`src/hw/rtl/bpc_pkg.sv`:
```
`timescale 1ns / 1ps
// ----------------------------------------------------------------------------
// bpc_pkg - shared types, constants and arithmetic helpers
// Calibration layout, queue item and divider side-band types, and the
// wrapping 64-bit multiply helpers used by the pressure path.
// ----------------------------------------------------------------------------
package bpc_pkg;

  localparam logic [19:0]        SKIP_CODE  = 20'h80000;
  localparam logic [31:0]        T_ROUND    = 32'd128;
  localparam logic [63:0]        P_FINE_OFS = 64'd128000;
  localparam logic [20:0]        P_FULL     = 21'd1048576;
  localparam logic [16:0]        P_SCALE    = 17'd3125;
  localparam logic [63:0]        P_BIAS     = 64'h0000_8000_0000_0000;
  localparam int                 DIV_W      = 64;

  localparam logic [1:0]         ST_OK      = 2'd0;
  localparam logic [1:0]         ST_SKIP    = 2'd1;
  localparam logic [1:0]         ST_ZERO    = 2'd2;

  typedef enum logic [1:0] {
    CFG_TEMP    = 2'd0,
    CFG_PRESS_A = 2'd1,
    CFG_PRESS_B = 2'd2,
    CFG_PRESS_C = 2'd3
  } cfg_idx_t;

  typedef struct packed {
    logic [47:0] temp_cal;
    logic [63:0] press_a;
    logic [63:0] press_b;
    logic [15:0] press_c;
  } cal_t;

  typedef struct packed {
    logic        skip;
    logic [19:0] adcp;
    logic [31:0] tf;
    logic [31:0] temp;
  } fq_item_t;

  typedef struct packed {
    logic        skip;
    logic        dz;
    logic        neg;
    logic [31:0] temp;
  } side_t;

  typedef struct packed {
    logic [63:0] ll;
    logic [31:0] cr;
  } mulp_t;

  function automatic logic [31:0] asr32(input logic [31:0] x, input int unsigned n);
    return 32'($signed(x) >>> n);
  endfunction

  function automatic logic [63:0] asr64(input logic [63:0] x, input int unsigned n);
    return 64'($signed(x) >>> n);
  endfunction

  function automatic logic [63:0] sx16(input logic [15:0] x);
    return {{48{x[15]}}, x};
  endfunction

  function automatic logic [16:0] sx17(input logic [15:0] x);
    return {x[15], x};
  endfunction

  // Low 64 bits of a times a signed 17-bit factor.
  function automatic logic [63:0] mul64x16(input logic [63:0] a, input logic [16:0] b);
    logic signed [49:0] lo;
    logic [31:0]        hi;
    logic [31:0]        b32;
    b32 = {{15{b[16]}}, b};
    lo  = $signed({1'b0, a[31:0]}) * $signed(b);
    hi  = a[63:32] * b32;
    return {{14{lo[49]}}, lo} + {hi, 32'd0};
  endfunction

  // Partial products of a 64x64 product, low 64 bits only.
  function automatic mulp_t mul_part(input logic [63:0] a, input logic [63:0] b);
    mulp_t       r;
    logic [31:0] c1;
    logic [31:0] c2;
    r.ll = {32'd0, a[31:0]} * {32'd0, b[31:0]};
    c1   = a[31:0] * b[63:32];
    c2   = a[63:32] * b[31:0];
    r.cr = c1 + c2;
    return r;
  endfunction

  function automatic logic [63:0] mul_join(input mulp_t p);
    return p.ll + {p.cr, 32'd0};
  endfunction

endpackage

```
`src/hw/rtl/bpc_front.sv`:
```
`timescale 1ns / 1ps
// ----------------------------------------------------------------------------
// bpc_front - sample capture, classification and temperature path
// Five free-running stages: flag the skipped-sample code, work out the fine
// temperature and the temperature in hundredths of a degree.
// ----------------------------------------------------------------------------
module bpc_front (
  input  logic               clk,
  input  logic               rst_n,
  input  logic               take,
  input  logic [19:0]        adcp,
  input  logic [19:0]        adct,
  input  bpc_pkg::cal_t      cal,
  output logic               push,
  output bpc_pkg::fq_item_t  item
);
  import bpc_pkg::*;

  logic [4:0]  v_r;
  logic        skip0_r, skip1_r, skip2_r, skip3_r, skip4_r;
  logic [19:0] adcp0_r, adcp1_r, adcp2_r, adcp3_r, adcp4_r;
  logic [19:0] adct0_r;
  logic [31:0] pa_r, pb_r, v1_r, m_r, tf3_r, tf4_r, temp4_r;
  logic [31:0] a_c, b_c, bb_c, tf_c, t5_c;
  logic [15:0] t1;
  logic [31:0] t2, t3;

  assign t1 = cal.temp_cal[15:0];
  assign t2 = {{16{cal.temp_cal[31]}}, cal.temp_cal[31:16]};
  assign t3 = {{16{cal.temp_cal[47]}}, cal.temp_cal[47:32]};

  always_comb begin
    a_c  = {15'd0, adct0_r[19:3]} - {15'd0, t1, 1'b0};
    b_c  = {16'd0, adct0_r[19:4]} - {16'd0, t1};
    bb_c = asr32(pb_r, 12);
    tf_c = v1_r + asr32(m_r, 14);
    t5_c = {tf3_r[29:0], 2'b00} + tf3_r + T_ROUND;
  end

  always_ff @(posedge clk) begin
    if (!rst_n) begin
      v_r <= '0;
    end else begin
      v_r <= {v_r[3:0], take};
    end
  end

  // Payload advances every cycle; the valid chain marks the live stages.
  always_ff @(posedge clk) begin
    skip0_r <= (adcp == SKIP_CODE) || (adct == SKIP_CODE);
    adcp0_r <= adcp;
    adct0_r <= adct;
    skip1_r <= skip0_r;
    adcp1_r <= adcp0_r;
    pa_r    <= a_c * t2;
    pb_r    <= b_c * b_c;
    skip2_r <= skip1_r;
    adcp2_r <= adcp1_r;
    v1_r    <= asr32(pa_r, 11);
    m_r     <= bb_c * t3;
    skip3_r <= skip2_r;
    adcp3_r <= adcp2_r;
    tf3_r   <= tf_c;
    skip4_r <= skip3_r;
    adcp4_r <= adcp3_r;
    tf4_r   <= tf3_r;
    temp4_r <= asr32(t5_c, 8);
  end

  assign push      = v_r[4];
  assign item.skip = skip4_r;
  assign item.adcp = adcp4_r;
  assign item.tf   = tf4_r;
  assign item.temp = temp4_r;

endmodule

```
`config.mk`:
```
export PLATFORM = sky130hd
export DESIGN_NAME = bpc_front
export DESIGN_NICKNAME = d
export VERILOG_FILES = /design/src/hw/rtl/bpc_pkg.sv /design/src/hw/rtl/bpc_front.sv
export SDC_FILE = /design/constraint.sdc
export NUM_CORES = 2
export LEC_CHECK = 0
export BUFFER_PORTS_ARGS = -buffer_cell sky130_fd_sc_hd__buf_4
export CORE_ASPECT_RATIO = 0.7
export CORE_MARGIN = 2
export CORE_UTILIZATION = 30
export CTS_BUF_LIST = sky130_fd_sc_hd__clkbuf_4
export CTS_CLUSTER_SIZE = 20
export DETAILED_ROUTE_END_ITERATION = 10
export PLACE_DENSITY = 0.46
export SLEW_MARGIN = 15
export SYNTH_ARGS = -nofsm -noshare
export SYNTH_HDL_FRONTEND = slang
export SYNTH_SLANG_ARGS = --single-unit
```
`constraint.sdc`:
```
create_clock -name clk -period 9.42 [get_ports clk]
set_clock_uncertainty 0.1 [all_clocks]
set_input_delay 2.355 -clock clk [delete_from_list [all_inputs] [get_ports clk]]
set_output_delay 2.355 -clock clk [all_outputs]
set_load 0.01 [all_outputs]
```
# == Yosys cells after proc, flatten, opt, wreduce, memory -nomap -nowiden ==
# Cells that the tools add are included.
# classes
n_addsub,5
multipliers,3
eq_ne,2
n_reduce_logical,1
# ops
op,count
$eq 20x20->1 const B,2
$add 32x32->32,1
$add 32x8->32 const B,1
$mul 17x17->32,1
$mul 18x16->32,1
$mul 20x16->32,1
$add 21x18->22,1
$sub 17x17->18,1
$sub 16x16->17,1
$logic_or 1x1->1,1
# totals
reg_bits,335
output_inout_bits,86
word_cells,30

# == Logic depth before layout (Yosys ltp) ==
# logic_depth
word_depth,2
mapped_depth,36

# == Worst setup path before layout ==
# OpenSTA, ideal clock, no wires.
# synth_path
kind,input to register
from,input cal[149] (netlist name)
to,register pb_r[31]
setup_time_ns,0.072
t_arrival_ns,9.924
t_required_ns,9.248
setup_slack_ns,-0.676
cell_stages,33
path_buffers,1
cell_sequence,inv_1 > ha_1 > or2_2 > o31ai_1 > a211oi_1 > or3_1 > and2_1 > xnor2_1 > clkinv_1 > clkbuf_1 > nand2_1 > inv_1 > fa_1 > inv_1 > fa_1 > fa_1 > inv_1 > fa_1 > fa_1 > inv_1 > fa_1 > inv_1 > ha_1 > o21ai_0 > nor2_1 > o41ai_1 > a21o_1 > o31ai_2 > a221o_2 > a41oi_1 > a211oi_2 > a31oi_1 > xnor2_1
# synth_via
elab_chain_len,2
# synth_rtl
element,line,rtl
start: declaration,bpc_front.sv:13,"input bpc_pkg::cal_t cal,"
$sub 16x16->17,bpc_front.sv:34,"b_c = {16'd0, adct0_r[19:4]} - {16'd0, t1};"
$mul 17x17->32,bpc_front.sv:56,pb_r <= b_c * b_c;
end signal: assignment,bpc_front.sv:56,
end: declaration,bpc_front.sv:23,"logic [31:0] pa_r, pb_r, v1_r, m_r, tf3_r, tf4_r, temp4_r;"
# No other way between the ends.
# A chain may end at the register's enable or synchronous reset.

# == Final worst setup path ==
# layout_path
from,input cal[146] (netlist name)
to,register pa_r[31]
# layout_via
elab_chain_len,2
# layout_rtl
element,line,rtl
$sub 17x17->18,bpc_front.sv:33,"a_c = {15'd0, adct0_r[19:3]} - {15'd0, t1, 1'b0};"
$mul 18x16->32,bpc_front.sv:55,pa_r <= a_c * t2;
end signal: assignment,bpc_front.sv:55,
end: declaration,bpc_front.sv:23,
# No other way between the ends.

==> impl_metrics.tcl <==
set metrics [dict create \
    status "finished clean" \
    critPathSlowestCell "fa_1" \
    max-cap-violations 0 \
    rows 108 \
    drive_gt1_share_pct 18.7 \
    setup_viol 0 \
    die_width_um 426 \
    wire_per_inst_um 16.2 \
    synth_ff_type "dfxtp_1" \
    hold_viol_final 0 \
    dieHeight_um 300 \
    cp-end-kind "flop" \
    grt_pass1_vias 28100 \
    synth_edf_count 0 \
    synth_cell_type_count 66 \
    clockBufferDepth 3 \
    cts_root_buf "clkbuf_4" \
    path_clk_slew_ns 0.07 \
    synthesis.area_um2 37500 \
    core_area_um2 124000 \
    preCtsSetupSlack_ns -1.05 \
    tightest_slew_ns 0.813 \
    required_ns 10.07 \
    grt_first_pass_wirelength_um 160000 \
    final_cell_mix "inv_1, fa_1, buf_4" \
    syn_to_final_growth_pct 20.4 \
    path_class "in2reg" \
    cts_tree "yes" \
    io_buffers 176 \
    cp_max_fo 6 \
    drt_first_pass_iters 8 \
    synth_nets 5232 \
    fin_crit_sh_pct 99.2 \
    grt_max_degree 26 \
    final_common_cell "inv_1" \
    drt_wl_total_um 98600 \
    io_pins 321 \
    ant_nets 0 \
    grt-ovfl-total 0 \
    clock_latency_ns 0.90 \
    grtUsageTotal_pct 16.2 \
    drc_errors 0 \
    drt-initial-drc-count 1024 \
    antenna_found_initial 5 \
    startpoint_type "primary input" \
    fin_nets 5739 \
    dp.final_hpwl_um 82800 \
    fmax_ghz 0.107 \
    crit_path_frequent_cell "fa_1" \
    cts_made_buffers 77 \
    fin_ws_ns 0.0723 \
    whs_ns 0.177 \
    ys_ff_latch 275 \
    synthArstFlopShare_pct 0 \
    rsz0062_at_grt "true" \
    hold_depth 0 \
    htree_num_levels 3 \
    min_path_type "reg2reg" \
    slowest_delay_ns 0.56 \
    seq_area_frac_synth_pct 14.7 \
    relSlewSlack_pct 45.8 \
    cts_sinks 275 \
    period_minus_slack_ns 9.35 \
    yosysWarnings 0 \
    finalSetupTns_ns 0 \
    r2r_cells 35 \
    via_per_inst 4.24 \
    vias 25800 \
    syn_area_per_cell_um2 9.69 \
    report.final.slew_viol_count 0 \
    start_util_pct 30.2 \
    arrival_ns 10.00 \
    postSynthCellCount 3864 \
    gp_congestion 0.825 \
    die_area_um2 128000 \
]
==> worst paths after layout <==
path	startpoint	endpoint	slack, ns
worst max-delay path	cal[146]	pa_r[31]	0.07
worst min register to register	adcp3_r[8]	adcp4_r[8]	0.18
worst min-delay path	adcp3_r[8]	adcp4_r[8]	0.18
worst max register to register	adct0_r[4]	pa_r[31]	1.29
==> area by class of cell <==
class | instances | area [um^2]
Clock inverter | 31 | 171
Inverter | 983 | 3700
Clock buffer | 100 | 751
Multi-Input combinational cell | 2471 | 28400
Antenna cell | 6 | 15.0
Fill cell | 12700 | 78800
Sequential cell | 275 | 5510
Timing Repair Buffer | 563 | 4520
Tap cell | 1650 | 2060
==> flip-flops by register name (all words and copies together) (netlist names), 5 cells and up <==
register,cells
adcp0_r,20
adcp1_r,20
adcp2_r,20
adcp3_r,20
adcp4_r,20
adct0_r,17
m_r,18
pa_r,21
pb_r,20
temp4_r,24
tf3_r,22
tf4_r,22
v1_r,21
v_r,5
==> metal layers <==
metal	wire, um	up-vias	GRT usage (%)
met3	5620	83	3.17
met5	13	-	0
met1	51300	12800	24.9
li1	-	12300	-
met4	1220	2	2.74
met2	40500	511	23.6
==> kinds of logic (layout without fill, tap and decap cells) <==
group	count (synthesis)	in the layout	share of synthesized area, %
buffers and inverters	1118	1677	11.4
muxes	1	1	0.0301
and+or+nand+nor	975	975	12.4
other	0	6	0
DFF	275	275	14.7
adders and majority gates	1133	1133	54.2
AOI/OAI and AO/OA	214	214	3.81
xor gates and xnor gates	148	148	3.52
==> critical path: cells and delay by family <==
family / cells / cell delay, ns
AND/OR/NAND/NOR: 5 / 0.85
AO/OA/AOI/OAI: 11 / 2.11
XOR/XNOR: 3 / 0.67
buffers and inverters: 6 / 0.58
adder cells (fa/ha/maj): 8 / 3.42
==> what timing repair did <==
item,in CTS,in global routing
endpoints found under the setup margin,1,13
resized for setup,4,113
pin swaps,3,112
buffers inserted,0,31
hold buffers,0,0
==> through the flow <==
stage | cells | instance area (um^2) | utilization (%)
after floorplan | 3864 | 37800 | -
after global placement | 5912 | 43500 | 35.1
after detailed placement | 5912 | 43500 | 35.1
after CTS | 6043 | 44400 | 35.8
after global routing | 6077 | 45100 | 36.4
final | 6079 | 45100 | 36.4
==> synthesized netlist by cell type (6+ instances only) <==
cell | count | area (um^2)
inv_1 | 973 | 3650
fa_1 | 815 | 16300
nand2_1 | 438 | 1640
ha_1 | 318 | 3980
dfxtp_1 | 275 | 5510
and2_1 | 243 | 1520
nor2_1 | 138 | 518
clkbuf_1 | 110 | 413
xnor2_1 | 104 | 911
a21oi_1 | 54 | 270
xor2_1 | 42 | 368
o21ai_0 | 40 | 200
nand2b_1 | 35 | 219
nor3_1 | 33 | 165
nor2b_1 | 29 | 181
a21o_1 | 28 | 210
buf_4 | 19 | 143
o21a_1 | 19 | 143
nand3_1 | 18 | 90.1
a211oi_1 | 11 | 82.6
nor4_1 | 10 | 62.6
a31oi_1 | 7 | 43.8
o21bai_1 | 7 | 52.6
o31ai_1 | 7 | 52.6
clkinv_1 | 6 | 22.5
or2_2 | 6 | 37.5
Power is left out: the tool's default activity adds up to more than one toggle a clock period on the data nets, which glitch-free logic cannot reach.
