<file path="config.mk">
export PLATFORM = sky130hd
export DESIGN_NAME = bpc_queue
export DESIGN_NICKNAME = d
export VERILOG_FILES = /design/src/hw/rtl/bpc_pkg.sv /design/src/hw/rtl/bpc_queue.sv
export SDC_FILE = /design/constraint.sdc
export NUM_CORES = 1
export LEC_CHECK = 0
export ABC_CLOCK_PERIOD_IN_PS = 2900
export BUFFER_PORTS_ARGS = -buffer_cell sky130_fd_sc_hd__buf_2
export CAP_MARGIN = 10
export CORE_UTILIZATION = 30
export CTS_BUF_LIST = sky130_fd_sc_hd__clkbuf_2 sky130_fd_sc_hd__clkbuf_4 sky130_fd_sc_hd__clkbuf_8
export CTS_CLUSTER_DIAMETER = 30
export DETAILED_ROUTE_END_ITERATION = 8
export PLACE_DENSITY = 0.53
export SLEW_MARGIN = 15
export SYNTH_ARGS = -nofsm -noshare
export SYNTH_HDL_FRONTEND = slang
export SYNTH_SLANG_ARGS = --single-unit
</file>
<file path="constraint.sdc">
create_clock -name clk -period 2.9 [get_ports clk]
set_clock_uncertainty 0.05 [all_clocks]
set_input_delay 0.145 -clock clk [delete_from_list [all_inputs] [get_ports clk]]
set_output_delay 0.145 -clock clk [all_outputs]
set_load 0.05 [all_outputs]
</file>
<file path="src/hw/rtl/bpc_pkg.sv">
`timescale 1ns / 1ps
// ----------------------------------------------------------------------------
// bpc_pkg - shared types, constants and arithmetic helpers
// Calibration layout, queue item and divider side-band types, and the
// wrapping 64-bit multiply helpers used by the pressure path.
// ----------------------------------------------------------------------------
package bpc_pkg;

  localparam logic [19:0]        SKIP_CODE  = 20'h80000;
  localparam logic [31:0]        T_ROUND    = 32'd128;
  localparam logic [63:0]        P_FINE_OFS = 64'd128000;
  localparam logic [20:0]        P_FULL     = 21'd1048576;
  localparam logic [16:0]        P_SCALE    = 17'd3125;
  localparam logic [63:0]        P_BIAS     = 64'h0000_8000_0000_0000;
  localparam int                 DIV_W      = 64;

  localparam logic [1:0]         ST_OK      = 2'd0;
  localparam logic [1:0]         ST_SKIP    = 2'd1;
  localparam logic [1:0]         ST_ZERO    = 2'd2;

  typedef enum logic [1:0] {
    CFG_TEMP    = 2'd0,
    CFG_PRESS_A = 2'd1,
    CFG_PRESS_B = 2'd2,
    CFG_PRESS_C = 2'd3
  } cfg_idx_t;

  typedef struct packed {
    logic [47:0] temp_cal;
    logic [63:0] press_a;
    logic [63:0] press_b;
    logic [15:0] press_c;
  } cal_t;

  typedef struct packed {
    logic        skip;
    logic [19:0] adcp;
    logic [31:0] tf;
    logic [31:0] temp;
  } fq_item_t;

  typedef struct packed {
    logic        skip;
    logic        dz;
    logic        neg;
    logic [31:0] temp;
  } side_t;

  typedef struct packed {
    logic [63:0] ll;
    logic [31:0] cr;
  } mulp_t;

  function automatic logic [31:0] asr32(input logic [31:0] x, input int unsigned n);
    return 32'($signed(x) >>> n);
  endfunction

  function automatic logic [63:0] asr64(input logic [63:0] x, input int unsigned n);
    return 64'($signed(x) >>> n);
  endfunction

  function automatic logic [63:0] sx16(input logic [15:0] x);
    return {{48{x[15]}}, x};
  endfunction

  function automatic logic [16:0] sx17(input logic [15:0] x);
    return {x[15], x};
  endfunction

  // Low 64 bits of a times a signed 17-bit factor.
  function automatic logic [63:0] mul64x16(input logic [63:0] a, input logic [16:0] b);
    logic signed [49:0] lo;
    logic [31:0]        hi;
    logic [31:0]        b32;
    b32 = {{15{b[16]}}, b};
    lo  = $signed({1'b0, a[31:0]}) * $signed(b);
    hi  = a[63:32] * b32;
    return {{14{lo[49]}}, lo} + {hi, 32'd0};
  endfunction

  // Partial products of a 64x64 product, low 64 bits only.
  function automatic mulp_t mul_part(input logic [63:0] a, input logic [63:0] b);
    mulp_t       r;
    logic [31:0] c1;
    logic [31:0] c2;
    r.ll = {32'd0, a[31:0]} * {32'd0, b[31:0]};
    c1   = a[31:0] * b[63:32];
    c2   = a[63:32] * b[31:0];
    r.cr = c1 + c2;
    return r;
  endfunction

  function automatic logic [63:0] mul_join(input mulp_t p);
    return p.ll + {p.cr, 32'd0};
  endfunction

endpackage

</file>
<file path="src/hw/rtl/bpc_queue.sv">
`timescale 1ns / 1ps
// ----------------------------------------------------------------------------
// bpc_queue - short queue between front and back
// Register-based circular buffer; the head entry is shown combinationally.
// ----------------------------------------------------------------------------
module bpc_queue #(
  parameter int DEPTH = 16
) (
  input  logic               clk,
  input  logic               rst_n,
  input  logic               push,
  input  bpc_pkg::fq_item_t  push_data,
  input  logic               pop,
  output bpc_pkg::fq_item_t  pop_data,
  output logic               empty
);
  import bpc_pkg::*;

  localparam int AW = (DEPTH > 1) ? $clog2(DEPTH) : 1;
  localparam int CW = $clog2(DEPTH + 1);

  fq_item_t        mem_r [DEPTH];
  logic [AW-1:0]   head_r, tail_r;
  logic [CW-1:0]   count_r;

  function automatic logic [AW-1:0] bump(input logic [AW-1:0] p);
    return (p == AW'(DEPTH - 1)) ? '0 : p + AW'(1);
  endfunction

  always_ff @(posedge clk) begin
    if (!rst_n) begin
      head_r  <= '0;
      tail_r  <= '0;
      count_r <= '0;
    end else begin
      if (push) tail_r <= bump(tail_r);
      if (pop)  head_r <= bump(head_r);
      count_r <= count_r + CW'(push) - CW'(pop);
    end
  end

  always_ff @(posedge clk) begin
    if (push) mem_r[tail_r] <= push_data;
  end

  assign pop_data = mem_r[head_r];
  assign empty    = (count_r == '0);

  a_no_overflow: assert property (@(posedge clk) disable iff (!rst_n)
    push |-> (count_r != CW'(DEPTH)))
    else $error("queue push while full");
  a_no_underflow: assert property (@(posedge clk) disable iff (!rst_n)
    pop |-> (count_r != '0))
    else $error("queue pop while empty");
  a_count_bound: assert property (@(posedge clk) disable iff (!rst_n)
    count_r <= CW'(DEPTH))
    else $error("queue count out of range");

endmodule

</file>
# [After elaboration in Yosys (flattened, before gate mapping)]
# Memories as Yosys holds them, arrays and structs flattened. A register that Yosys moved wholly into a read port is not among the register bits.
# Cells that the tools add are included.
[word_totals] register_bits=13 ram_bits=1360 input_bits=89 out_inout_bits=86 mem_count=1
[memory_table] memory="mem_r" words=16 width=85 rd=1 rd_clocked_by_memory_dff=1 write_ports=1 line_no="bpc_queue.sv:22" source="fq_item_t mem_r [DEPTH];"
[classes] addsub=4 n_eq_ne=2 n_mux=6 n_reduce_logical=1
[op_table] cell="2-to-1 mux 4 bit" n=4
[op_table] cell="adder 4 x 1 -> 4 bit (second input constant)" n=2
[op_table] cell="== test 4 bit (second input constant)" n=2
[op_table] cell="adder 5 x 1 -> 5 bit" n=1
[op_table] cell="zero test 5 bit" n=1
[op_table] cell="subtractor 5 x 1 -> 5 bit" n=1
[op_table] cell="2-to-1 mux 1 bit" n=2

# [Longest topological paths before layout]
# Gate-level depths: netlist of run 1.
[depth] word_depth=4 depth_mapped=10

# [Least setup slack after synthesis of run 1]
# Ideal clock, no wire load.
[synth_path] kind="input -> register" start="input push" end="memory mem_r[0][0] (netlist bit) (enable)" setup_time_ps=453 arrival_ps=2672 path_slack_ps=-275 path_stages=3 n_path_buf=1 cell_sequence="clkbuf_1 > nor3b_1 > and2_1"
[synth_between] elab_chain_cells=2
[synth_rtl] element="start: declaration" line_no="bpc_queue.sv:11" source="input logic push,"
[synth_rtl] element="2-to-1 mux 1 bit" line_no="bpc_queue.sv:43" source="if (push) mem_r[tail_r] <= push_data;"
[synth_rtl] element="2-to-1 mux 1 bit (implied by the code)" line_no="bpc_queue.sv:43"
[synth_rtl] element="end: declaration" line_no="bpc_queue.sv:22"
# Every way passes these cells.

==> results of run 1 <==
report_power, final:
part / internal, mW / switching, mW / total [mW]
clock: 12.3 / 8.49 / 20.8
combinational: 1.76 / 2.18 / 3.93
sequential: 22.1 / 0.0730 / 22.2
total: 36.2 / 10.7 / 46.9
path summary, 6_finish.rpt:
check	from	endpoint	slack [ns]	cells after the start
worst min-delay path	push_data[10]	mem_r[7][10]	0.1	2
worst min register to register	tail_r[0]	tail_r[3]	0.49	2
worst max-delay path	register	pop_data[49]	-0.22	8
worst max register to register	tail_r[2]	mem_r[3][75]	0.76	3
state kept, by name, indices dropped and copies added (netlist names), named ones only:
| name | count |
|---|---|
| count_r | 5 |
| head_r | 4 |
| mem_r | 1360 |
| tail_r | 4 |
metrics by stage:
| step | instance area, µm² | std cells | setup slack, ns | hold slack (ns) |
|---|---|---|---|---|
| floorplan | 51670 | 2177 | 0.6138 | 0.1939 |
| global placement | 56170 | 4611 | 0.4629 | 0.4473 |
| detailed placement | 56170 | 4611 | 0.4493 | 0.4780 |
| CTS | 66070 | 5304 | -0.3605 | 0.0003428 |
| global route | 66280 | 5313 | -0.3709 | 0.04241 |
| finish | 66290 | 5314 | -0.2168 | 0.09845 |
layer usage:
layer  vias to the layer above  track usage, %  routed length (µm)
met5                         -               0                  98
met4                        14           4.680                2873
met3                       230           3.790                8340
met2                       844           26.09               68050
met1                     13920           20.55               58630
li1                      10730               -                   -
critical path, delay by kind of cell (launching register included):
family	cells	cell delay, ns
and+or+nand+nor	1	0.11
muxes	1	0.52
AOI/OAI and AO/OA	1	0.20
buffers and inverters	5	0.78
DFF	1	0.37
cell type report:
| class | instances | area share, % |
|---|---|---|
| inverters | 10 | 0.05663 |
| diodes | 4 | 0.01510 |
| clock inverters | 152 | 2.290 |
| clock buffers | 332 | 6.525 |
| flip-flops and latches | 1377 | 62.13 |
| repair buffers | 469 | 8.756 |
| multi-input cells | 675 | 15.89 |
| well taps | 2295 | 4.332 |
placed cells by master, fill, tap and decap left out, types with 8 or more instances in the layout:
master / instances
clkinv_4: 15
edfxtp_1: 1360
buf_16: 37
bufinv_16: 26
buf_6: 73
clkinv_2: 36
clkbuf_8: 293
and2_4: 17
inv_1: 10
buf_2: 89
buf_8: 23
a22oi_1: 66
nand2_1: 46
buf_4: 33
clkinvlp_4: 29
clkbuf_4: 39
ha_1: 11
clkbuf_16: 8
a22oi_2: 104
dfxtp_1: 15
clkinv_1: 39
nand2_2: 43
mux4_2: 340
buf_12: 64
dlygate4sd3_1: 141
logic make-up after synthesis:
family | count (synthesis) | share of synthesized area [%]
muxes | 343 | 14.88
buffers and inverters | 125 | 1.238
AOI/OAI and AO/OA | 181 | 2.587
DFF | 1377 | 79.72
adders and majority gates | 12 | 0.3052
and+or+nand+nor | 135 | 1.194
xor gates and xnor gates | 4 | 0.06784
repair_timing:
| item | 4_1_cts | 5_1_grt |
|---|---|---|
| buffers inserted | 37 | 12 |
| gates resized for setup | 383 | 55 |
| hold endpoints to repair | 1393 | 0 |
| cloned | 31 | 8 |
| hold buffers | 141 | 0 |
| setup endpoints to repair | 85 | 85 |
| pin swaps | 91 | 66 |
==> impl_metrics.toml, run 1 <==
[outcome]
outcome = "finished with violations"
violations = "negative setup slack"

[placement]
port_buf_inserts = 174
place_congestion = 0.7029
dp_hpwl_um = 65070

[global_routing]
maximum_number_of_pins_on_one_net_before_global_route_repair = 58
vias_in_the_first_global_route = 27840
grt_util_all_layers_pct = 15.77
grt_overflow_total = 0
antenna_found_initial = 13
grt_pass1_wl_um = 196000

[floorplan]
die-area_um2 = 173800
starting_density_of_the_core_pct = 30.34
design.core.area_um2 = 170200
die_h_um = 416.9
fp-row-count = 151
design.portCount = 175
dieWidth_um = 416.9

[logic_synthesis]
synthesis.nets = 2278
synth_edf_count = 1360
synth_top_cell_area_share_pct = 79.07
syn_area_um2 = 51650
cell_accounting_for_the_most_synthesized_area = "edfxtp_1"
yosys.cell_count.top_type = "edfxtp_1"
postSynthCellCount = 2177
seq_area_frac_synth_pct = 79.72
synth_area_per_cell_um2 = 23.73
ys_dominant_reg_cell = "edfxtp_1"
post_synth_num_cell_types = 31
yosys_register_bits = 1377
ys.warnings.count = 0
ys_top_cells_by_area = "edfxtp_1, mux4_2, a22oi_1"
synthArstFlopShare_pct = 0
synth_top_cells_by_count = "edfxtp_1, mux4_2, a22oi_1, nand2_1, clkbuf_1"

[clock_network]
clock_sink_count = 1377
clock_tree.root_cell = "clkbuf_8"
tritoncts = "built"
h-tree-depth = 5
clk-insertion-delay-late_ns = 0.95
clkTransAtPathRegs_ns = 0.06
number_of_buffers_added_by_the_clock_tree_synthesis_step = 285
cts.path.max_buffers = 4

[sta]
worst_pin_slew_ns = 0.7573
max_slew_violations = 0
slew_headroom_pct = 49.52
final-setup-viol-count = 83
timing.final.ws_setup_ns = -0.2168
setup_repair_after_global_routing_missed_its_margin = "yes"
min_period_ns = 3.117
fmaxAchievable_mhz = 320.8
hold_violations = 0
final_min_period_over_clock_period_pct = 107.5
setup_tns_ns = -8.782

[route]
drc_violations_left = 0
detail_route.iter0.violations = 2342
wirelength_um = 138000
final_antenna_violating_net_count = 0
routedWlPerCell_um = 25.97
iteration_count_of_the_initial_detailed_routing_pass = 5
vias = 25740
avgViaCountPerCell = 4.843

[cells_and_area]
finish.utilization_pct = 38.94
final_nets = 2919
area.growth.synth_to_final_pct = 28.33
multi_input_area_um2 = 10530
final_layout_size_suffix_gt1_share_pct = 42.55
sequential_cell_area_um2 = 41190
fill_cells = 15020

[worst_setup_path]
worstPathRequired_ns = 2.71
critical_path.cell_chain = "buf_12, buf_16, buf_12, buf_16, mux4_2, a22oi_2, nand2_1, buf_6"
crit_path_kind = "register to output pin"
cpPeakStageDelay_ns = 0.52
timing.critical_path.from_type = "register"
critPathSlowestCell = "mux4_2"
critical_path.endpoint_type = "output pin"
worstPathArrival_ns = 2.92
path_max_fanout = 8

[pwr]
power_per_standard_cell_area_nw_per_um2 = 708.0
max_vdd_drop_mv = 0.3408
power_mw = 46.93
total_leakage_power_nw = 21.01

[worst_hold_path]
hold_path.class = "primary input to register"

[run]
max_cap_violations = 0
Note: power is estimated with default switching activity, not from simulation.
==> run 2, diff against run 1 <==
--- a/config.mk
+++ b/config.mk
@@ -13,7 +13,7 @@
 export CTS_CLUSTER_DIAMETER = 30
 export DETAILED_ROUTE_END_ITERATION = 8
 export PLACE_DENSITY = 0.53
-export SLEW_MARGIN = 15
+export SKIP_CTS_REPAIR_TIMING = 1
 export SYNTH_ARGS = -nofsm -noshare
 export SYNTH_HDL_FRONTEND = slang
 export SYNTH_SLANG_ARGS = --single-unit
==> run 2 against run 1 <==
The flow still finishes with violations (negative setup slack). Cell count shrank 0.40%. Combinational power shrank 3%. Design area shrank 0.78%. Sequential power is essentially flat. Fmax shrank 0.93%. Die area is the same. Via count shrank 0.65%. Total power shrank 0.27%. Core utilization shrank 0.30 points. Hold slack lost 0.049 ns. Critical path type unchanged. Critical endpoint is now pop_data[11].
==> impl_metrics.toml, run 2 (same netlist as run 1, synthesis figures left out) <==
[outcome]
outcome = "finished with violations"
violations = "negative setup slack"

[floorplan]
design.portCount = 175
fp-row-count = 151
die_h_um = 416.9
die-area_um2 = 173800
design.core.area_um2 = 170200
starting_density_of_the_core_pct = 30.34
dieWidth_um = 416.9

[worst_setup_path]
total_stage_count_of_the_critical_path = 8
worstPathArrival_ns = 2.95
critical_path.endpoint_type = "output pin"
path_max_fanout = 7
critical_path.cell_chain = "buf_12, buf_16, buf_16, buf_4, mux4_2, a22oi_2, nand2_2, buf_6"
timing.critical_path.from_type = "register"
critPathSlowestCell = "mux4_2"
crit_top_cell = "buf_16"
worst-r2r-setup-slack_ns = 0.77
worstPathRequired_ns = 2.71
crit_path_kind = "register to output pin"
cpPeakStageDelay_ns = 0.50
path_buf_inv = 5
crit-reg2reg-launch = "tail_r[2]"
worst_path_dominant_cell_family = "buffers and inverters"
crit-reg2reg-capture = "mem_r[3][75]"
reg2reg_depth = 3

[route]
detail_route.iter0.violations = 2348
drc_violations_left = 0
wirelength_um = 137100
routedWlPerCell_um = 25.90
final_antenna_violating_net_count = 0
iteration_count_of_the_initial_detailed_routing_pass = 5
avgViaCountPerCell = 4.831
vias = 25570

[global_routing]
globalRouteMet1Util_pct = 19.19
antenna_found_initial = 16
vias_in_the_first_global_route = 26730
maximum_number_of_pins_on_one_net_before_global_route_repair = 75
grt_pass1_wl_um = 186200
grt_util_all_layers_pct = 14.96
grtUsageMet3_pct = 4.090
global_routing_met2_resource_utilization_pct = 24.31
grt_overflow_total = 0
global_route.peak_usage_layer = "met2"

[clock_network]
clk-insertion-delay-late_ns = 0.95
clock_tree.root_cell = "clkbuf_8"
clock_sink_count = 1377
cts.path.max_buffers = 4
clkTransAtPathRegs_ns = 0.06
tritoncts = "built"
h-tree-depth = 5
number_of_buffers_added_by_the_clock_tree_synthesis_step = 285

[sta]
setup_repair_after_global_routing_missed_its_margin = "yes"
slew_headroom_pct = 49.50
hold_slack_ns = 0.04993
max_slew_violations = 0
final_min_period_over_clock_period_pct = 108.5
worst_pin_slew_ns = 0.7575
hold_violations = 0
min_period_ns = 3.146
fmaxAchievable_mhz = 317.9
setup_tns_ns = -12.26
timing.final.ws_setup_ns = -0.2461
final-setup-viol-count = 85

[pwr]
power_per_standard_cell_area_nw_per_um2 = 711.6
max_vdd_drop_mv = 0.3392
total_leakage_power_nw = 20.85

[placement]
port_buf_inserts = 174
dp_hpwl_um = 65070
place_congestion = 0.7029

[cells_and_area]
final_nets = 2895
fill_cells = 15040
final_layout_size_suffix_gt1_share_pct = 43.86
multi_input_area_um2 = 10560
finish.utilization_pct = 38.64
mostFrequentLayoutCells = "edfxtp_1, mux4_2, clkbuf_8"
sequential_cell_area_um2 = 41190
reg.largest.list = "mem_r: 1360 flops, count_r: 5 flops"
area.growth.synth_to_final_pct = 27.33
max_flop_register = "mem_r"
mostFrequentLayoutCell = "edfxtp_1"
largest_register_ffs = 1360

[worst_hold_path]
worst_hold_path.endpoint = "mem_r[6][84]"
hold_path.class = "primary input to register"
min_delay_startpoint = "push_data[84]"
timing.hold.worst_path_depth = 2

[run]
max_cap_violations = 0
==> run 2: worst max-delay path by stage <==
stage,slack [ns],end,start
global route,-0.39,pop_data[53],register
detailed placement,0.45,pop_data[50],register
CTS,-0.61,pop_data[50],register
finish,-0.25,pop_data[11],register
floorplan,0.61,empty,count_r[3]
global placement,0.46,pop_data[44],register
==> run 2: power by group <==
part           leakage [nW]  total, mW  switching [mW]  internal, mW
clock network          2.95       20.8            8.50          12.3
logic                  5.47       3.81            2.15          1.66
registers              12.4       22.2          0.0727          22.1
==> run 2: layout make-up <==
| cell class | count | area share (%) |
|---|---|---|
| antenna | 7 | 0.02663 |
| clock buffer | 332 | 6.576 |
| clock inverter | 152 | 2.308 |
| inverter | 10 | 0.05707 |
| multi-input combinational | 675 | 16.05 |
| sequential | 1377 | 62.62 |
| tap | 2295 | 4.366 |
| timing repair buffer | 445 | 7.994 |
==> run 2: layer usage <==
metal  share of wire, %  routed length, µm
met1                 43              58720
met2                 49              67220
met3                5.9               8085
met4                2.2               2983
met5              0.058                 80
==> run 2: per-stage QoR <==
step           instance area [µm²]  total power, mW  setup WS [ns]  cells
2_1_floorplan                51670            24.57         0.6138   2177
3_3_place_gp                 56170            25.52         0.4629   4611
3_5_place_dp                 56170            25.62         0.4493   4611
4_1_cts                      62010            46.54        -0.6083   5095
5_1_grt                      65770            48.39        -0.3938   5293
6_report                     65770            46.80        -0.2461   5293
